`src/sv/tog_pkg.sv`:
```
// ----------------------------------------------------------------------------
// tog_pkg: shared types and constants for the tile order generator
// Holds the control word format, the microprogram and field widths.
// ----------------------------------------------------------------------------
package tog_pkg;

  localparam int unsigned COORD_W   = 4;   // tile column / row index
  localparam int unsigned DCOUNT_W  = 4;   // division_count field
  localparam int unsigned PIX_W     = 14;  // pixel coordinate and image size
  localparam int unsigned PROD_W    = PIX_W + COORD_W;
  localparam int unsigned DIV_STEPS = PIX_W;
  localparam int unsigned PC_W      = 4;

  localparam logic [PIX_W-1:0] IMG_MAX = PIX_W'(8192);

  // order_mode codes
  localparam logic MODE_GRID   = 1'b0;
  localparam logic MODE_SPIRAL = 1'b1;

  // configuration register indexes
  localparam logic REG_IMAGE_WIDTH  = 1'b0;
  localparam logic REG_IMAGE_HEIGHT = 1'b1;

  // microprogram step addresses
  localparam logic [PC_W-1:0] ST_IDLE    = 4'd0;
  localparam logic [PC_W-1:0] ST_DIVWAIT = 4'd1;
  localparam logic [PC_W-1:0] ST_MODESEL = 4'd2;
  localparam logic [PC_W-1:0] ST_GRID    = 4'd3;
  localparam logic [PC_W-1:0] ST_RET     = 4'd4;
  localparam logic [PC_W-1:0] ST_SPRO    = 4'd5;
  localparam logic [PC_W-1:0] ST_SPCOL   = 4'd6;
  localparam logic [PC_W-1:0] ST_SPSETUP = 4'd7;
  localparam logic [PC_W-1:0] ST_XLEG    = 4'd8;
  localparam logic [PC_W-1:0] ST_YLEG    = 4'd9;
  localparam logic [PC_W-1:0] ST_TURN    = 4'd10;
  localparam logic [PC_W-1:0] ST_CENTER  = 4'd11;

  typedef enum logic [2:0] {
    CO_HOLD        = 3'd0,
    CO_ZERO        = 3'd1,
    CO_LOAD_TOP    = 3'd2,  // d - 1
    CO_DEC         = 3'd3,
    CO_ADV         = 3'd4,  // step along walk direction
    CO_WRAP_DEC    = 3'd5,  // column: d-1 after zero, else decrement
    CO_DEC_ON_WRAP = 3'd6   // row: decrement when column is zero
  } coord_op_e;

  typedef enum logic [1:0] {
    PO_HOLD = 2'd0,
    PO_ZERO = 2'd1,
    PO_STEP = 2'd2   // increment, back to zero at end of leg
  } pos_op_e;

  typedef enum logic [1:0] {
    LO_HOLD = 2'd0,
    LO_LOAD = 2'd1,
    LO_DEC  = 2'd2
  } leg_op_e;

  typedef enum logic [1:0] {
    DO_HOLD = 2'd0,
    DO_CLR  = 2'd1,
    DO_FLIP = 2'd2
  } dir_op_e;

  typedef enum logic [3:0] {
    C_ALWAYS      = 4'd0,
    C_NO_INPUT    = 4'd1,
    C_DIV_BUSY    = 4'd2,
    C_SPIRAL      = 4'd3,
    C_ROW_ZERO    = 4'd4,
    C_ROW_NOT_ONE = 4'd5,
    C_D_ONE       = 4'd6,
    C_POS_MORE    = 4'd7,
    C_LEG_NOT_ONE = 4'd8,
    C_NOT_LAST    = 4'd9
  } cond_e;

  typedef struct packed {
    logic              accept;
    logic              emit;
    coord_op_e         col_op;
    coord_op_e         row_op;
    pos_op_e           pos_op;
    leg_op_e           leg_op;
    dir_op_e           dir_op;
    cond_e             cond;
    logic [PC_W-1:0]   target;
  } ucode_t;

  // sequencer -> datapath
  typedef struct packed {
    logic      go;      // step completes this cycle
    logic      load;    // request accepted
    logic      emit;
    coord_op_e col_op;
    coord_op_e row_op;
    pos_op_e   pos_op;
    leg_op_e   leg_op;
    dir_op_e   dir_op;
  } ctrl_t;

  // datapath -> sequencer
  typedef struct packed {
    logic div_busy;
    logic spiral;
    logic row_zero;
    logic row_one;
    logic d_one;
    logic pos_last;
    logic leg_one;
    logic last_tile;
    logic out_free;
  } status_t;

  function automatic ucode_t uc(logic acc, logic emt, coord_op_e co, coord_op_e ro,
                                pos_op_e po, leg_op_e lo, dir_op_e dop,
                                cond_e cnd, logic [PC_W-1:0] tgt);
    ucode_t w;
    w.accept = acc;
    w.emit   = emt;
    w.col_op = co;
    w.row_op = ro;
    w.pos_op = po;
    w.leg_op = lo;
    w.dir_op = dop;
    w.cond   = cnd;
    w.target = tgt;
    return w;
  endfunction

  // Microprogram: next step is target when the condition holds, else pc + 1.
  function automatic ucode_t ucode_fetch(logic [PC_W-1:0] pc);
    ucode_t w;
    unique case (pc)
      ST_IDLE:    w = uc(1'b1, 1'b0, CO_HOLD, CO_HOLD, PO_HOLD, LO_HOLD, DO_HOLD,
                         C_NO_INPUT, ST_IDLE);
      ST_DIVWAIT: w = uc(1'b0, 1'b0, CO_HOLD, CO_HOLD, PO_HOLD, LO_HOLD, DO_HOLD,
                         C_DIV_BUSY, ST_DIVWAIT);
      ST_MODESEL: w = uc(1'b0, 1'b0, CO_LOAD_TOP, CO_LOAD_TOP, PO_HOLD, LO_HOLD,
                         DO_HOLD, C_SPIRAL, ST_SPRO);
      ST_GRID:    w = uc(1'b0, 1'b1, CO_WRAP_DEC, CO_DEC_ON_WRAP, PO_HOLD, LO_HOLD,
                         DO_HOLD, C_NOT_LAST, ST_GRID);
      ST_RET:     w = uc(1'b0, 1'b0, CO_HOLD, CO_HOLD, PO_HOLD, LO_HOLD, DO_HOLD,
                         C_ALWAYS, ST_IDLE);
      ST_SPRO:    w = uc(1'b0, 1'b0, CO_ZERO, CO_HOLD, PO_HOLD, LO_HOLD, DO_HOLD,
                         C_ROW_ZERO, ST_SPSETUP);
      ST_SPCOL:   w = uc(1'b0, 1'b1, CO_HOLD, CO_DEC, PO_HOLD, LO_HOLD, DO_HOLD,
                         C_ROW_NOT_ONE, ST_SPCOL);
      ST_SPSETUP: w = uc(1'b0, 1'b0, CO_ZERO, CO_ZERO, PO_ZERO, LO_LOAD, DO_CLR,
                         C_D_ONE, ST_CENTER);
      ST_XLEG:    w = uc(1'b0, 1'b1, CO_ADV, CO_HOLD, PO_STEP, LO_HOLD, DO_HOLD,
                         C_POS_MORE, ST_XLEG);
      ST_YLEG:    w = uc(1'b0, 1'b1, CO_HOLD, CO_ADV, PO_STEP, LO_HOLD, DO_HOLD,
                         C_POS_MORE, ST_YLEG);
      ST_TURN:    w = uc(1'b0, 1'b0, CO_HOLD, CO_HOLD, PO_HOLD, LO_DEC, DO_FLIP,
                         C_LEG_NOT_ONE, ST_XLEG);
      ST_CENTER:  w = uc(1'b0, 1'b1, CO_HOLD, CO_HOLD, PO_HOLD, LO_HOLD, DO_HOLD,
                         C_ALWAYS, ST_IDLE);
      default:    w = uc(1'b0, 1'b0, CO_HOLD, CO_HOLD, PO_HOLD, LO_HOLD, DO_HOLD,
                         C_ALWAYS, ST_IDLE);
    endcase
    return w;
  endfunction

endpackage

```
`src/sv/tog_ceil_div.sv`:
```
// ----------------------------------------------------------------------------
// tog_ceil_div: iterative restoring divider
// One quotient bit per cycle; divides a pixel count by a small tile count.
// ----------------------------------------------------------------------------
module tog_ceil_div import tog_pkg::*; (
  input  logic                clk_i,
  input  logic                rst_ni,
  input  logic                start_i,
  input  logic [PIX_W-1:0]    dividend_i,
  input  logic [DCOUNT_W-1:0] divisor_i,
  output logic                busy_o,
  output logic [PIX_W-1:0]    quotient_o
);

  localparam int unsigned CNT_W = $clog2(DIV_STEPS + 1);

  logic [CNT_W-1:0]    cnt_q, cnt_d;
  logic [PIX_W-1:0]    dvd_q, dvd_d;
  logic [DCOUNT_W-1:0] rem_q, rem_d;
  logic [DCOUNT_W-1:0] dsr_q, dsr_d;
  logic [DCOUNT_W:0]   rem_sh;
  logic                ge;

  assign rem_sh = {rem_q, dvd_q[PIX_W-1]};
  assign ge     = rem_sh >= {1'b0, dsr_q};

  always_comb begin
    cnt_d = cnt_q;
    dvd_d = dvd_q;
    rem_d = rem_q;
    dsr_d = dsr_q;
    if (start_i) begin
      cnt_d = CNT_W'(DIV_STEPS);
      dvd_d = dividend_i;
      rem_d = '0;
      dsr_d = divisor_i;
    end else if (busy_o) begin
      cnt_d = cnt_q - 1'b1;
      dvd_d = {dvd_q[PIX_W-2:0], ge};
      rem_d = ge ? DCOUNT_W'(rem_sh - {1'b0, dsr_q}) : rem_sh[DCOUNT_W-1:0];
    end
  end

  always_ff @(posedge clk_i or negedge rst_ni) begin
    if (!rst_ni) begin
      cnt_q <= '0;
    end else begin
      cnt_q <= cnt_d;
    end
  end

  always_ff @(posedge clk_i) begin
    dvd_q <= dvd_d;
    rem_q <= rem_d;
    dsr_q <= dsr_d;
  end

  assign busy_o     = (cnt_q != '0);
  assign quotient_o = dvd_q;

endmodule

```
`src/sv/tog_useq.sv`:
```
// ----------------------------------------------------------------------------
// tog_useq: microcode sequencer
// Step counter over the control store with conditional jumps.
// ----------------------------------------------------------------------------
module tog_useq import tog_pkg::*; (
  input  logic    clk_i,
  input  logic    rst_ni,
  input  logic    in_valid_i,
  input  status_t status_i,
  output logic    in_ready_o,
  output ctrl_t   ctrl_o
);

  logic [PC_W-1:0] pc_q, pc_d;
  ucode_t          word;
  logic            take;
  logic            go;

  assign word = ucode_fetch(pc_q);

  always_comb begin
    case (word.cond)
      C_ALWAYS:      take = 1'b1;
      C_NO_INPUT:    take = !in_valid_i;
      C_DIV_BUSY:    take = status_i.div_busy;
      C_SPIRAL:      take = status_i.spiral;
      C_ROW_ZERO:    take = status_i.row_zero;
      C_ROW_NOT_ONE: take = !status_i.row_one;
      C_D_ONE:       take = status_i.d_one;
      C_POS_MORE:    take = !status_i.pos_last;
      C_LEG_NOT_ONE: take = !status_i.leg_one;
      C_NOT_LAST:    take = !status_i.last_tile;
      default:       take = 1'b1;
    endcase
  end

  // hold the step while a tile waits for the output register
  assign go = !(word.emit && !status_i.out_free);

  always_comb begin
    pc_d = pc_q;
    if (go) begin
      pc_d = take ? word.target : pc_q + 1'b1;
    end
  end

  always_ff @(posedge clk_i or negedge rst_ni) begin
    if (!rst_ni) begin
      pc_q <= ST_IDLE;
    end else begin
      pc_q <= pc_d;
    end
  end

  assign in_ready_o    = word.accept;
  assign ctrl_o.go     = go;
  assign ctrl_o.load   = word.accept && in_valid_i;
  assign ctrl_o.emit   = word.emit;
  assign ctrl_o.col_op = word.col_op;
  assign ctrl_o.row_op = word.row_op;
  assign ctrl_o.pos_op = word.pos_op;
  assign ctrl_o.leg_op = word.leg_op;
  assign ctrl_o.dir_op = word.dir_op;

endmodule

```
`src/sv/tog_dpath.sv`:
```
// ----------------------------------------------------------------------------
// tog_dpath: walker registers, tile arithmetic and output register
// Applies the control word ops and forms one tile rectangle per emit.
// ----------------------------------------------------------------------------
module tog_dpath import tog_pkg::*; #(
  parameter int unsigned MAX_DIVISIONS = 8
) (
  input  logic                clk_i,
  input  logic                rst_ni,
  input  ctrl_t               ctrl_i,
  output status_t             status_o,
  input  logic [DCOUNT_W-1:0] div_count_i,
  input  logic                mode_i,
  input  logic [PIX_W-1:0]    img_w_i,
  input  logic [PIX_W-1:0]    img_h_i,
  output logic                out_valid_o,
  input  logic                out_ready_i,
  output logic [PIX_W-1:0]    x_start_o,
  output logic [PIX_W-1:0]    x_end_o,
  output logic [PIX_W-1:0]    y_start_o,
  output logic [PIX_W-1:0]    y_end_o,
  output logic                last_o
);

  localparam int unsigned CNT_W = $clog2(MAX_DIVISIONS * MAX_DIVISIONS + 1);
  localparam logic [DCOUNT_W-1:0] D_MAX = DCOUNT_W'(MAX_DIVISIONS);

  logic [DCOUNT_W-1:0] d_sat;
  logic [DCOUNT_W-1:0] d_q;
  logic                mode_q;
  logic [CNT_W-1:0]    total_m1_q;
  logic [CNT_W-1:0]    cnt_q, cnt_d;
  logic [COORD_W-1:0]  col_q, col_d, row_q, row_d;
  logic [COORD_W-1:0]  pos_q, pos_d, leg_q, leg_d;
  logic                dir_q, dir_d;
  logic [COORD_W-1:0]  top_idx;
  logic                busy_x, busy_y;
  logic [PIX_W-1:0]    step_x, step_y;
  logic                emit_go;
  logic                out_valid_q;
  logic [PROD_W-1:0]   xs, xe, ys, ye;
  logic [PIX_W-1:0]    xe_c, ye_c;

  always_comb begin
    if (div_count_i == '0) begin
      d_sat = DCOUNT_W'(1);
    end else if (div_count_i > D_MAX) begin
      d_sat = D_MAX;
    end else begin
      d_sat = div_count_i;
    end
  end

  // ceil(size / d) as (size + d - 1) / d on both axes at once
  tog_ceil_div u_div_x (
    .clk_i      (clk_i),
    .rst_ni     (rst_ni),
    .start_i    (ctrl_i.load),
    .dividend_i (img_w_i + PIX_W'(d_sat) - PIX_W'(1)),
    .divisor_i  (d_sat),
    .busy_o     (busy_x),
    .quotient_o (step_x)
  );

  tog_ceil_div u_div_y (
    .clk_i      (clk_i),
    .rst_ni     (rst_ni),
    .start_i    (ctrl_i.load),
    .dividend_i (img_h_i + PIX_W'(d_sat) - PIX_W'(1)),
    .divisor_i  (d_sat),
    .busy_o     (busy_y),
    .quotient_o (step_y)
  );

  assign top_idx = d_q - 1'b1;
  assign emit_go = ctrl_i.go && ctrl_i.emit;

  always_comb begin
    col_d = col_q;
    row_d = row_q;
    pos_d = pos_q;
    leg_d = leg_q;
    dir_d = dir_q;
    if (ctrl_i.go) begin
      case (ctrl_i.col_op)
        CO_ZERO:     col_d = '0;
        CO_LOAD_TOP: col_d = top_idx;
        CO_DEC:      col_d = col_q - 1'b1;
        CO_ADV:      col_d = dir_q ? col_q - 1'b1 : col_q + 1'b1;
        CO_WRAP_DEC: col_d = (col_q == '0) ? top_idx : col_q - 1'b1;
        default:     col_d = col_q;
      endcase
      case (ctrl_i.row_op)
        CO_ZERO:        row_d = '0;
        CO_LOAD_TOP:    row_d = top_idx;
        CO_DEC:         row_d = row_q - 1'b1;
        CO_ADV:         row_d = dir_q ? row_q - 1'b1 : row_q + 1'b1;
        CO_DEC_ON_WRAP: row_d = (col_q == '0) ? row_q - 1'b1 : row_q;
        default:        row_d = row_q;
      endcase
      case (ctrl_i.pos_op)
        PO_ZERO: pos_d = '0;
        PO_STEP: pos_d = status_o.pos_last ? '0 : pos_q + 1'b1;
        default: pos_d = pos_q;
      endcase
      case (ctrl_i.leg_op)
        LO_LOAD: leg_d = top_idx;
        LO_DEC:  leg_d = leg_q - 1'b1;
        default: leg_d = leg_q;
      endcase
      case (ctrl_i.dir_op)
        DO_CLR:  dir_d = 1'b0;
        DO_FLIP: dir_d = !dir_q;
        default: dir_d = dir_q;
      endcase
    end
  end

  always_comb begin
    cnt_d = cnt_q;
    if (ctrl_i.load) begin
      cnt_d = '0;
    end else if (emit_go) begin
      cnt_d = cnt_q + 1'b1;
    end
  end

  // tile rectangle; grid order clamps the end to the image
  assign xs = PROD_W'(col_q) * PROD_W'(step_x);
  assign ys = PROD_W'(row_q) * PROD_W'(step_y);
  assign xe = xs + PROD_W'(step_x);
  assign ye = ys + PROD_W'(step_y);
  assign xe_c = (mode_q == MODE_GRID && xe > PROD_W'(img_w_i)) ? img_w_i : xe[PIX_W-1:0];
  assign ye_c = (mode_q == MODE_GRID && ye > PROD_W'(img_h_i)) ? img_h_i : ye[PIX_W-1:0];

  always_ff @(posedge clk_i or negedge rst_ni) begin
    if (!rst_ni) begin
      col_q       <= '0;
      row_q       <= '0;
      pos_q       <= '0;
      leg_q       <= '0;
      dir_q       <= 1'b0;
      cnt_q       <= '0;
      d_q         <= DCOUNT_W'(1);
      mode_q      <= MODE_GRID;
      total_m1_q  <= '0;
      out_valid_q <= 1'b0;
    end else begin
      col_q <= col_d;
      row_q <= row_d;
      pos_q <= pos_d;
      leg_q <= leg_d;
      dir_q <= dir_d;
      cnt_q <= cnt_d;
      if (ctrl_i.load) begin
        d_q        <= d_sat;
        mode_q     <= mode_i;
        total_m1_q <= CNT_W'(CNT_W'(d_sat) * CNT_W'(d_sat) - 1'b1);
      end
      if (emit_go) begin
        out_valid_q <= 1'b1;
      end else if (out_ready_i) begin
        out_valid_q <= 1'b0;
      end
    end
  end

  always_ff @(posedge clk_i) begin
    if (emit_go) begin
      x_start_o <= xs[PIX_W-1:0];
      x_end_o   <= xe_c;
      y_start_o <= ys[PIX_W-1:0];
      y_end_o   <= ye_c;
      last_o    <= status_o.last_tile;
    end
  end

  assign out_valid_o = out_valid_q;

  assign status_o.div_busy  = busy_x || busy_y;
  assign status_o.spiral    = (mode_q == MODE_SPIRAL);
  assign status_o.row_zero  = (row_q == '0);
  assign status_o.row_one   = (row_q == COORD_W'(1));
  assign status_o.d_one     = (d_q == DCOUNT_W'(1));
  assign status_o.pos_last  = (COORD_W'(pos_q + 1'b1) == leg_q);
  assign status_o.leg_one   = (leg_q == COORD_W'(1));
  assign status_o.last_tile = (cnt_q == total_m1_q);
  assign status_o.out_free  = !out_valid_q || out_ready_i;

endmodule

```
`src/sv/tile_order_generator_unit.sv`:
```
// ----------------------------------------------------------------------------
// Start-up: a request passes the accept step, the step dividers and the setup
// steps before its first tile enters the output register.
// Throughput: d*d tiles at one tile per cycle while the output register is free; a
// spiral adds one turn step per leg pair. A new request is taken only after the last tile.
// Reset: sequencer returns to idle, output empties, image size goes to 640 x 480.
// ----------------------------------------------------------------------------
// tile_order_generator_unit: tile queue for an image split into d x d tiles
// Takes one request (division count, order mode) and streams every tile
// rectangle in grid or inward-spiral order, with tlast on the final tile.
// ----------------------------------------------------------------------------
module tile_order_generator_unit import tog_pkg::*; #(
  parameter int unsigned MAX_DIVISIONS = 8
) (
  input  logic             clk_i,
  input  logic             rst_ni,
  // request stream
  input  logic             s_axis_tvalid_i,
  output logic             s_axis_tready_o,
  input  logic [7:0]       s_axis_tdata_i,   // [3:0] division_count, [4] order_mode
  // tile stream
  output logic             m_axis_tvalid_o,
  input  logic             m_axis_tready_i,
  output logic [55:0]      m_axis_tdata_o,   // [13:0] x_start, [27:14] x_end,
                                             // [41:28] y_start, [55:42] y_end
  output logic             m_axis_tlast_o,   // last_tile
  // configuration writes
  input  logic             cfg_we_i,
  input  logic             cfg_idx_i,
  input  logic [PIX_W-1:0] cfg_data_i
);

  logic [PIX_W-1:0] img_w_q, img_h_q;
  logic [PIX_W-1:0] img_w, img_h;
  ctrl_t            ctrl_s;
  status_t          status_s;
  logic [PIX_W-1:0] x_start, x_end, y_start, y_end;

  // Image size registers; the user must write them only while no request is in flight; the block does not enforce it.
  always_ff @(posedge clk_i or negedge rst_ni) begin
    if (!rst_ni) begin
      img_w_q <= PIX_W'(640);
      img_h_q <= PIX_W'(480);
    end else if (cfg_we_i) begin
      case (cfg_idx_i)
        REG_IMAGE_WIDTH:  img_w_q <= cfg_data_i;
        REG_IMAGE_HEIGHT: img_h_q <= cfg_data_i;
        default:          img_w_q <= img_w_q;
      endcase
    end
  end

  // Force an empty image to one pixel and cap it at the largest size.
  assign img_w = (img_w_q == '0) ? PIX_W'(1) : ((img_w_q > IMG_MAX) ? IMG_MAX : img_w_q);
  assign img_h = (img_h_q == '0) ? PIX_W'(1) : ((img_h_q > IMG_MAX) ? IMG_MAX : img_h_q);

  // Sequencer: walks the control store, one control word per step.
  tog_useq u_useq (
    .clk_i      (clk_i),
    .rst_ni     (rst_ni),
    .in_valid_i (s_axis_tvalid_i),
    .status_i   (status_s),
    .in_ready_o (s_axis_tready_o),
    .ctrl_o     (ctrl_s)
  );

  // Datapath: walker coordinates, step dividers, tile math, output register.
  tog_dpath #(
    .MAX_DIVISIONS (MAX_DIVISIONS)
  ) u_dpath (
    .clk_i       (clk_i),
    .rst_ni      (rst_ni),
    .ctrl_i      (ctrl_s),
    .status_o    (status_s),
    .div_count_i (s_axis_tdata_i[DCOUNT_W-1:0]),
    .mode_i      (s_axis_tdata_i[DCOUNT_W]),
    .img_w_i     (img_w),
    .img_h_i     (img_h),
    .out_valid_o (m_axis_tvalid_o),
    .out_ready_i (m_axis_tready_i),
    .x_start_o   (x_start),
    .x_end_o     (x_end),
    .y_start_o   (y_start),
    .y_end_o     (y_end),
    .last_o      (m_axis_tlast_o)
  );

  assign m_axis_tdata_o = {y_end, y_start, x_end, x_start};

  // A request moves the sequencer out of its accept step right away.
  a_accept_leaves_idle : assert property (@(posedge clk_i) disable iff (!rst_ni)
    (s_axis_tvalid_i && s_axis_tready_o) |=> !s_axis_tready_o)
    else $error("request accept did not leave the idle step");

  // The step dividers are never running while a new request may be taken.
  a_no_accept_while_div : assert property (@(posedge clk_i) disable iff (!rst_ni)
    s_axis_tready_o |-> !status_s.div_busy)
    else $error("ready for a request while the dividers are busy");

  // A fresh tile only comes out of a request that is being worked on.
  a_tile_in_request : assert property (@(posedge clk_i) disable iff (!rst_ni)
    $rose(m_axis_tvalid_o) |-> $past(!s_axis_tready_o))
    else $error("tile emitted outside a request");

endmodule
```
`config.mk`:
```
export PLATFORM = sky130hd
export DESIGN_NAME = tile_order_generator_unit
export DESIGN_NICKNAME = d
export VERILOG_FILES = /design/src/sv/tog_pkg.sv /design/src/sv/tog_ceil_div.sv /design/src/sv/tog_useq.sv /design/src/sv/tog_dpath.sv /design/src/sv/tile_order_generator_unit.sv
export SDC_FILE = /design/constraint.sdc
export NUM_CORES = 1
export LEC_CHECK = 0
export BUFFER_PORTS_ARGS = -buffer_cell sky130_fd_sc_hd__buf_2
export CORE_UTILIZATION = 40
export DETAILED_ROUTE_END_ITERATION = 10
export PLACE_DENSITY = 0.52
export SLEW_MARGIN = 20
export SYNTH_ARGS = -nofsm -noshare
export SYNTH_HDL_FRONTEND = slang
export SYNTH_SLANG_ARGS = --single-unit
export TNS_END_PERCENT = 30
```
`constraint.sdc`:
```
create_clock -name clk_i -period 17.8 [get_ports clk_i]
set_input_delay 1.78 -clock clk_i [delete_from_list [all_inputs] [get_ports clk_i]]
set_output_delay 1.78 -clock clk_i [all_outputs]
set_load 0.03 [all_outputs]
```
Word level (Yosys, flattened, before mapping)
Memory sizes are Yosys's and may differ from the RTL's.
Cells that the tools add are included.
{ "totals": {"output_inout_bits": 59, "memories": 1, "romBits": 352, "wordCells": 163, "ff_bits": 174} }
{ "mem_list": {"columns": ["memory", "depth", "width", "rd", "rd_clocked_by_memory_dff", "write_ports", "line", "text"], "rows": [
  ["(no name shown)", 16, 22, 1, 0, 0, "tog_pkg.sv:135", "unique case (pc)"]
]} }
{ "classes": {"multipliers": 3, "n_reduce_logical": 39, "n_eq_ne": 31, "n_addsub": 20, "magnitude_cmp": 7, "mux": 34, "bitwise": 3} }
{ "ops": {"columns": ["operator", "count"], "rows": [
  ["$mux 14", 10],
  ["$mux 4", 14],
  ["$pmux 4 s5", 2],
  ["$add 18x14->18", 2],
  ["$gt 18x14->1", 2],
  ["$mul 4x14->18", 2],
  ["$add 14x4->14", 2],
  ["$gt 14x14->1 const B", 2],
  ["$logic_not 14->1", 2],
  ["$sub 14x1->14 const B", 2],
  ["$sub 4x1->4 const B", 6],
  ["$add 4x1->4 const B", 4],
  ["$eq 4x1->1 const B", 4],
  ["$eq 4x3->1 const B", 4],
  ["$pmux 4 s2", 2],
  ["$mux 7", 2],
  ["$reduce_bool 2->1", 7],
  ["$eq 3x2->1 const B", 4],
  ["$eq 3x3->1 const B", 4],
  ["$logic_not 4->1", 3],
  ["$reduce_and 2->1", 6],
  ["$ge 5x4->1", 2],
  ["$reduce_bool 5->1", 2],
  ["$logic_not 1->1", 9],
  ["21 further kinds", 38]
]} }

Logic depth before layout (Yosys ltp)
{ "logic_depth": {"depth_word": 8, "depth_mapped": 30, "ltp_nobuf": 28} }

Cells and area by module
From an unflattened synthesis, not the netlist that was laid out.
{ "hier_totals": {"hier_cells": 1673, "area_unflattened_um2": 16030.4} }
{ "modules_own_cells": {"columns": ["mod", "seq_area_each_um2", "area_each_um2", "cells_each", "n_inst"], "rows": [
  ["tog_dpath", 2588.7, 11183.2, 1262, 1],
  ["tog_ceil_div", 720.7, 1290.0, 98, 2],
  ["tile_order_generator_unit", 708.2, 1310.0, 100, 1],
  ["tog_useq", 100.1, 957.2, 115, 1]
]} }

Worst setup path before layout
No wires, ideal clock.
{ "synth_timing": {"path_type": "register -> register", "start": "register u_dpath.row_q[2]", "end": "register u_dpath.y_end_o[10] (data pin)", "stages_incl_launch_ff": 29, "setup_time_ns": 0.260, "arrival_ns": 6.308, "path_slack_ns": 11.232, "n_path_buf": 3, "path_cell_list": "dfrtp_1 > clkbuf_1 > clkbuf_1 > and2_1 > fa_1 > inv_1 > fa_1 > inv_1 > ha_1 > nor2b_4 > o31a_1 > o32a_1 > a21o_1 > a211oi_1 > a21oi_1 > ha_1 > and4_1 > a22oi_1 > nand2b_1 > xor2_1 > ha_1 > nand4_1 > a31o_2 > a22oi_1 > nor2_1 > nor4b_2 > a311oi_2 > buf_6 > mux2_4"} }
{ "synth_between": {"elab_chain_cells": 5} }
{ "synth_rtl": {"columns": ["element", "line", "text"], "rows": [
  ["from (decl)", "tog_dpath.sv:33", "logic [COORD_W-1:0] col_q, col_d, row_q, row_d;"],
  ["from (signal assigned)", "tog_dpath.sv:150", "row_q <= row_d;"],
  ["$mul 4x14->18", "tog_dpath.sv:130", "assign ys = PROD_W'(row_q) * PROD_W'(step_y);"],
  ["named net u_dpath.ys[12]", "tog_dpath.sv:41", "logic [PROD_W-1:0] xs, xe, ys, ye;"],
  ["$add 18x14->18", "tog_dpath.sv:132", "assign ye = ys + PROD_W'(step_y);"],
  ["$gt 18x14->1", "tog_dpath.sv:134", "assign ye_c = (mode_q == MODE_GRID && ye > PROD_W'(img_h_i)) ? img_h_i : ye[PIX_W-1:0];"],
  ["$logic_and 1x1->1", "tog_dpath.sv:134", null],
  ["$mux 14", "tog_dpath.sv:134", null],
  ["named net u_dpath.ye_c[10]", "tog_dpath.sv:42", "logic [PIX_W-1:0] xe_c, ye_c;"],
  ["to (signal assigned)", "tog_dpath.sv:173", "y_end_o <= ye_c;"],
  ["to (decl)", "tog_dpath.sv:21", "output logic [PIX_W-1:0] y_end_o,"]
]} }
The timed path passes the listed nets, and every way through them passes these cells.
A chain may end at the register's enable or synchronous reset.

Worst setup path in the final report
{ "layout_timing": {"start": "register u_dpath.row_q[2]", "end": "register u_dpath.y_end_o[6] (data pin)"} }
Same word-level chain as after synthesis.

==> results.md <==
* Main synth FF type: edfxtp_1
* Fin. Hold Viols at 0
* Reg2reg end: u_dpath.y_end_o[6]$_DFFE_PP_
* Slowest cell delay on critical path at 0.75 ns
* Register Area at approximately 4700 um^2
* Synthesized area at around 15000 um^2
* Total CTS buffers at 17
* DR pass1 iterations at 5
* Routed Antenna Nets at 0
* Post-synthesis register bit count at between 150 and 200
* RSZ-0062 raised after global routing: no
* Distinct cells, synth at between 70 and 80
* Largest net degree at the start of global routing at a little under 70
* # DRC at 0
* Nets@finish at just under 2000
* Slew @ Worst Pin at just over 1 ns
* Hold_sp: u_dpath.u_div_x.rem_q[3]$_SDFFE_PP0P_
* CP max FO at 20
* Starting Density at approximately 41%
* Post-synth top area share at 17.9%
* Most frequent CP cell: ha_1
* Clk pin slew, worst setup/hold paths at roughly 0.080 ns
* Share of layout cells above drive strength 1 at a little over a tenth
* Final WS setup at 10.33 ns
* Setup slack, reg-to-reg at about 10 ns
* Synth area leader: edfxtp_1
* Setup violators final at 0
* Fillcell total at 3560
* Asr flop ratio synth at 43.6%
* Slowest cell on crit path: dfrtp_1
* Num rows at 70
* Max frequency at between 100 and 150 MHz
* Syn. warnings at 0
* Reg2Reg Depth at 25
* Initial DRC count at about 540
* Die ar. at 38200 um^2
* RR Startpoint: u_dpath.row_q[2]$_DFFE_PN0P_
* Core footprint at approximately 37000 um^2
* Total wire length at between 30 and 40 mm
* Synth Area per Inst at 9.15 um^2
* CTS tree: built
* HPWL Detailed at 28.7 mm
* First-pass GRT wire length at 61.0 mm
* Syn Inst Count at 1635
* Gates resized, CTS repair at 0
* Setup CP Type: reg -> reg
* Grt ovf at 0
* Worst Path Required at ~18 ns
* DR WL/cell at between 15 and 20 um
* Hold path endpoint: u_dpath.u_div_x.rem_q[3]$_SDFFE_PP0P_
* Total clock sinks at around 170
* Drt via density at roughly 5.3
* Vias in the first global route at 11400
* EDFF count, synth at ~90
* Worst setup SP type: flop
* Fin Clk Skew at 0.00823 ns
* Worst path arrival time at around 7.7 ns
* Cts-stage hold buffer count at 0
* Final Max Tran Viols at 0
* Total GRT Usage at roughly a fifth
* Fin crit period at between 7 and 8 ns
* Setup bufs post-CTS at 0
* Ant diodes at 0
* DR vias at 11600
* CTS H-tree depth at 4
* Initial antenna violation count at 0
* Root Driver: clkbuf_16
* Chip width at 195 um
* Maxcap violations at 0
* Pre-CTS WS at around 10 ns
* Hold depth at 2
* GP Congestion at roughly 0.85
* Area Overhead vs Synth at 10.2%
* CP endpoint kind: flop
* Status: complete, no violations
* Chip Height at just under 200 um
* Most frequent cells in the layout: 181 x nand2_1, 169 x ha_1, 168 x inv_1, 120 x nor2_1, 109 x o21ai_0
* Area of the multi-input gates at roughly 9400 um^2
* Slew margin rel. at about 32%
* Post-synthesis sequential area ratio at a little under a third
* Final Cycle Share at about two fifths
* Setup_tns at 0 ns
* Hold crit path type: reg -> reg
* Port Buffer Count at 83
* Most common cell after layout, fill and taps aside: nand2_1
* Synth top area cells: edfxtp_1 18%, ha_1 14%, dfrtp_1 11%
* I/O pin count at 87
* CTS Buffer Depth at 2
* Worst-Skew Late Latency at between 0.4 and 0.5 ns
## per-stage QoR
stage               area (um^2)  utilization, %  hold slack, ns  instances
floorplan                 15000               -           0.446       1636
global placement          15800            43.2           0.457       2149
detailed placement        15800            43.2           0.467       2149
CTS                       16500            44.9           0.475       2181
global route              16500            44.9           0.492       2181
finish                    16500            44.9           0.476       2181
## kinds of logic (layout without fill, tap and decap cells)
logic type	Yosys count	after routing	share of synthesized area, %
and+or+nand+nor	528	528	16.9
AOI/OAI and AO/OA	337	337	14.2
adders and majority gates	224	224	21.5
buffers and inverters	215	292	5.46
DFF	172	172	31.6
xor gates and xnor gates	96	96	5.67
muxes	62	62	4.69
other	1	2	0.0251
## routing by layer
layer  wire length (um)  up-vias  GRT usage, %
met5                  0        -             0
met4                474        0          5.45
met3               1050       24          2.56
met2              17000      181          32.9
met1              18400     5581          28.6
li1                   -     5780             -
## Yosys cell counts (5+ instances only)
cell / number
fa_1: 55
a31oi_1: 9
a21o_1: 29
nor2_1: 120
o21ai_0: 109
o41ai_1: 5
mux2i_1: 16
a21oi_1: 74
nand3_1: 23
mux2_4: 6
and2_1: 79
nand2b_1: 16
nand2_1: 182
or3_1: 7
a211o_1: 6
nand4_1: 14
buf_1: 5
nor4_1: 7
xnor2_1: 50
dfstp_2: 7
a21boi_0: 10
ha_1: 169
o21a_1: 19
o22ai_1: 7
dfrtp_1: 68
dfxtp_1: 8
mux2_2: 39
xor2_1: 45
and3_1: 10
a211oi_1: 12
o31ai_1: 10
nor2b_1: 23
nor3b_1: 6
nor3_1: 29
o21bai_1: 8
inv_1: 168
edfxtp_1: 89
clkbuf_1: 36
## worst max-delay path, delay by kind of cell (launching register included)
kind | cells | cell delay (ns)
XOR/XNOR | 1 | 0.16
flip-flops | 1 | 0.75
adder cells (fa/ha/maj) | 5 | 2.11
AND/OR/NAND/NOR | 7 | 1.21
AO/OA/AOI/OAI | 9 | 2.21
buffers and inverters | 2 | 0.38
multiplexers | 1 | 0.39
## area by class of cell
class | instances | area share, %
Multi-Input combinational cell | 1249 | 57.2
Sequential cell | 172 | 28.6
Inverter | 171 | 3.90
Tap cell | 468 | 3.55
Timing Repair Buffer | 89 | 2.81
Clock buffer | 17 | 2.58
Clock inverter | 15 | 1.29
## sequential cells by signal, summed over array words and instances, names as in the netlist, 4 cells and up
register                    cells
img_h_q                        14
u_dpath.pos_q                   4
u_dpath.x_end_o                14
u_dpath.col_q                   4
u_dpath.y_start_o              14
u_useq.pc_q                     4
u_dpath.total_m1_q              5
u_dpath.u_div_y.quotient_o     14
u_dpath.leg_q                   4
u_dpath.u_div_x.rem_q           4
u_dpath.cnt_q                   7
u_dpath.u_div_y.cnt_q           4
u_dpath.u_div_x.quotient_o     14
u_dpath.y_end_o                14
u_dpath.row_q                   4
u_dpath.d_q                     4
u_dpath.u_div_y.rem_q           4
u_dpath.u_div_x.dsr_q           4
u_dpath.u_div_x.cnt_q           4
img_w_q                        14
u_dpath.x_start_o              14
## worst max path at each step
| stage | start | endpoint | slack (ns) |
|---|---|---|---|
| 5_1_grt | u_dpath.row_q[2]$_DFFE_PN0P_ | u_dpath.y_end_o[6]$_DFFE_PP_ | 9.83 |
| 6_report | u_dpath.row_q[2]$_DFFE_PN0P_ | u_dpath.y_end_o[6]$_DFFE_PP_ | 10.33 |
| 3_3_place_gp | u_dpath.row_q[2]$_DFFE_PN0P_ | u_dpath.y_end_o[13]$_DFFE_PP_ | 10.47 |
| 2_1_floorplan | u_dpath.row_q[2]$_DFFE_PN0P_ | u_dpath.y_end_o[10]$_DFFE_PP_ | 11.23 |
| 3_5_place_dp | u_dpath.row_q[2]$_DFFE_PN0P_ | u_dpath.y_end_o[13]$_DFFE_PP_ | 10.37 |
| 4_1_cts | u_dpath.row_q[2]$_DFFE_PN0P_ | u_dpath.y_end_o[6]$_DFFE_PP_ | 10.33 |
Power is left out: the tool's default activity adds up to more than one toggle a clock period on the data nets, which glitch-free logic cannot reach.
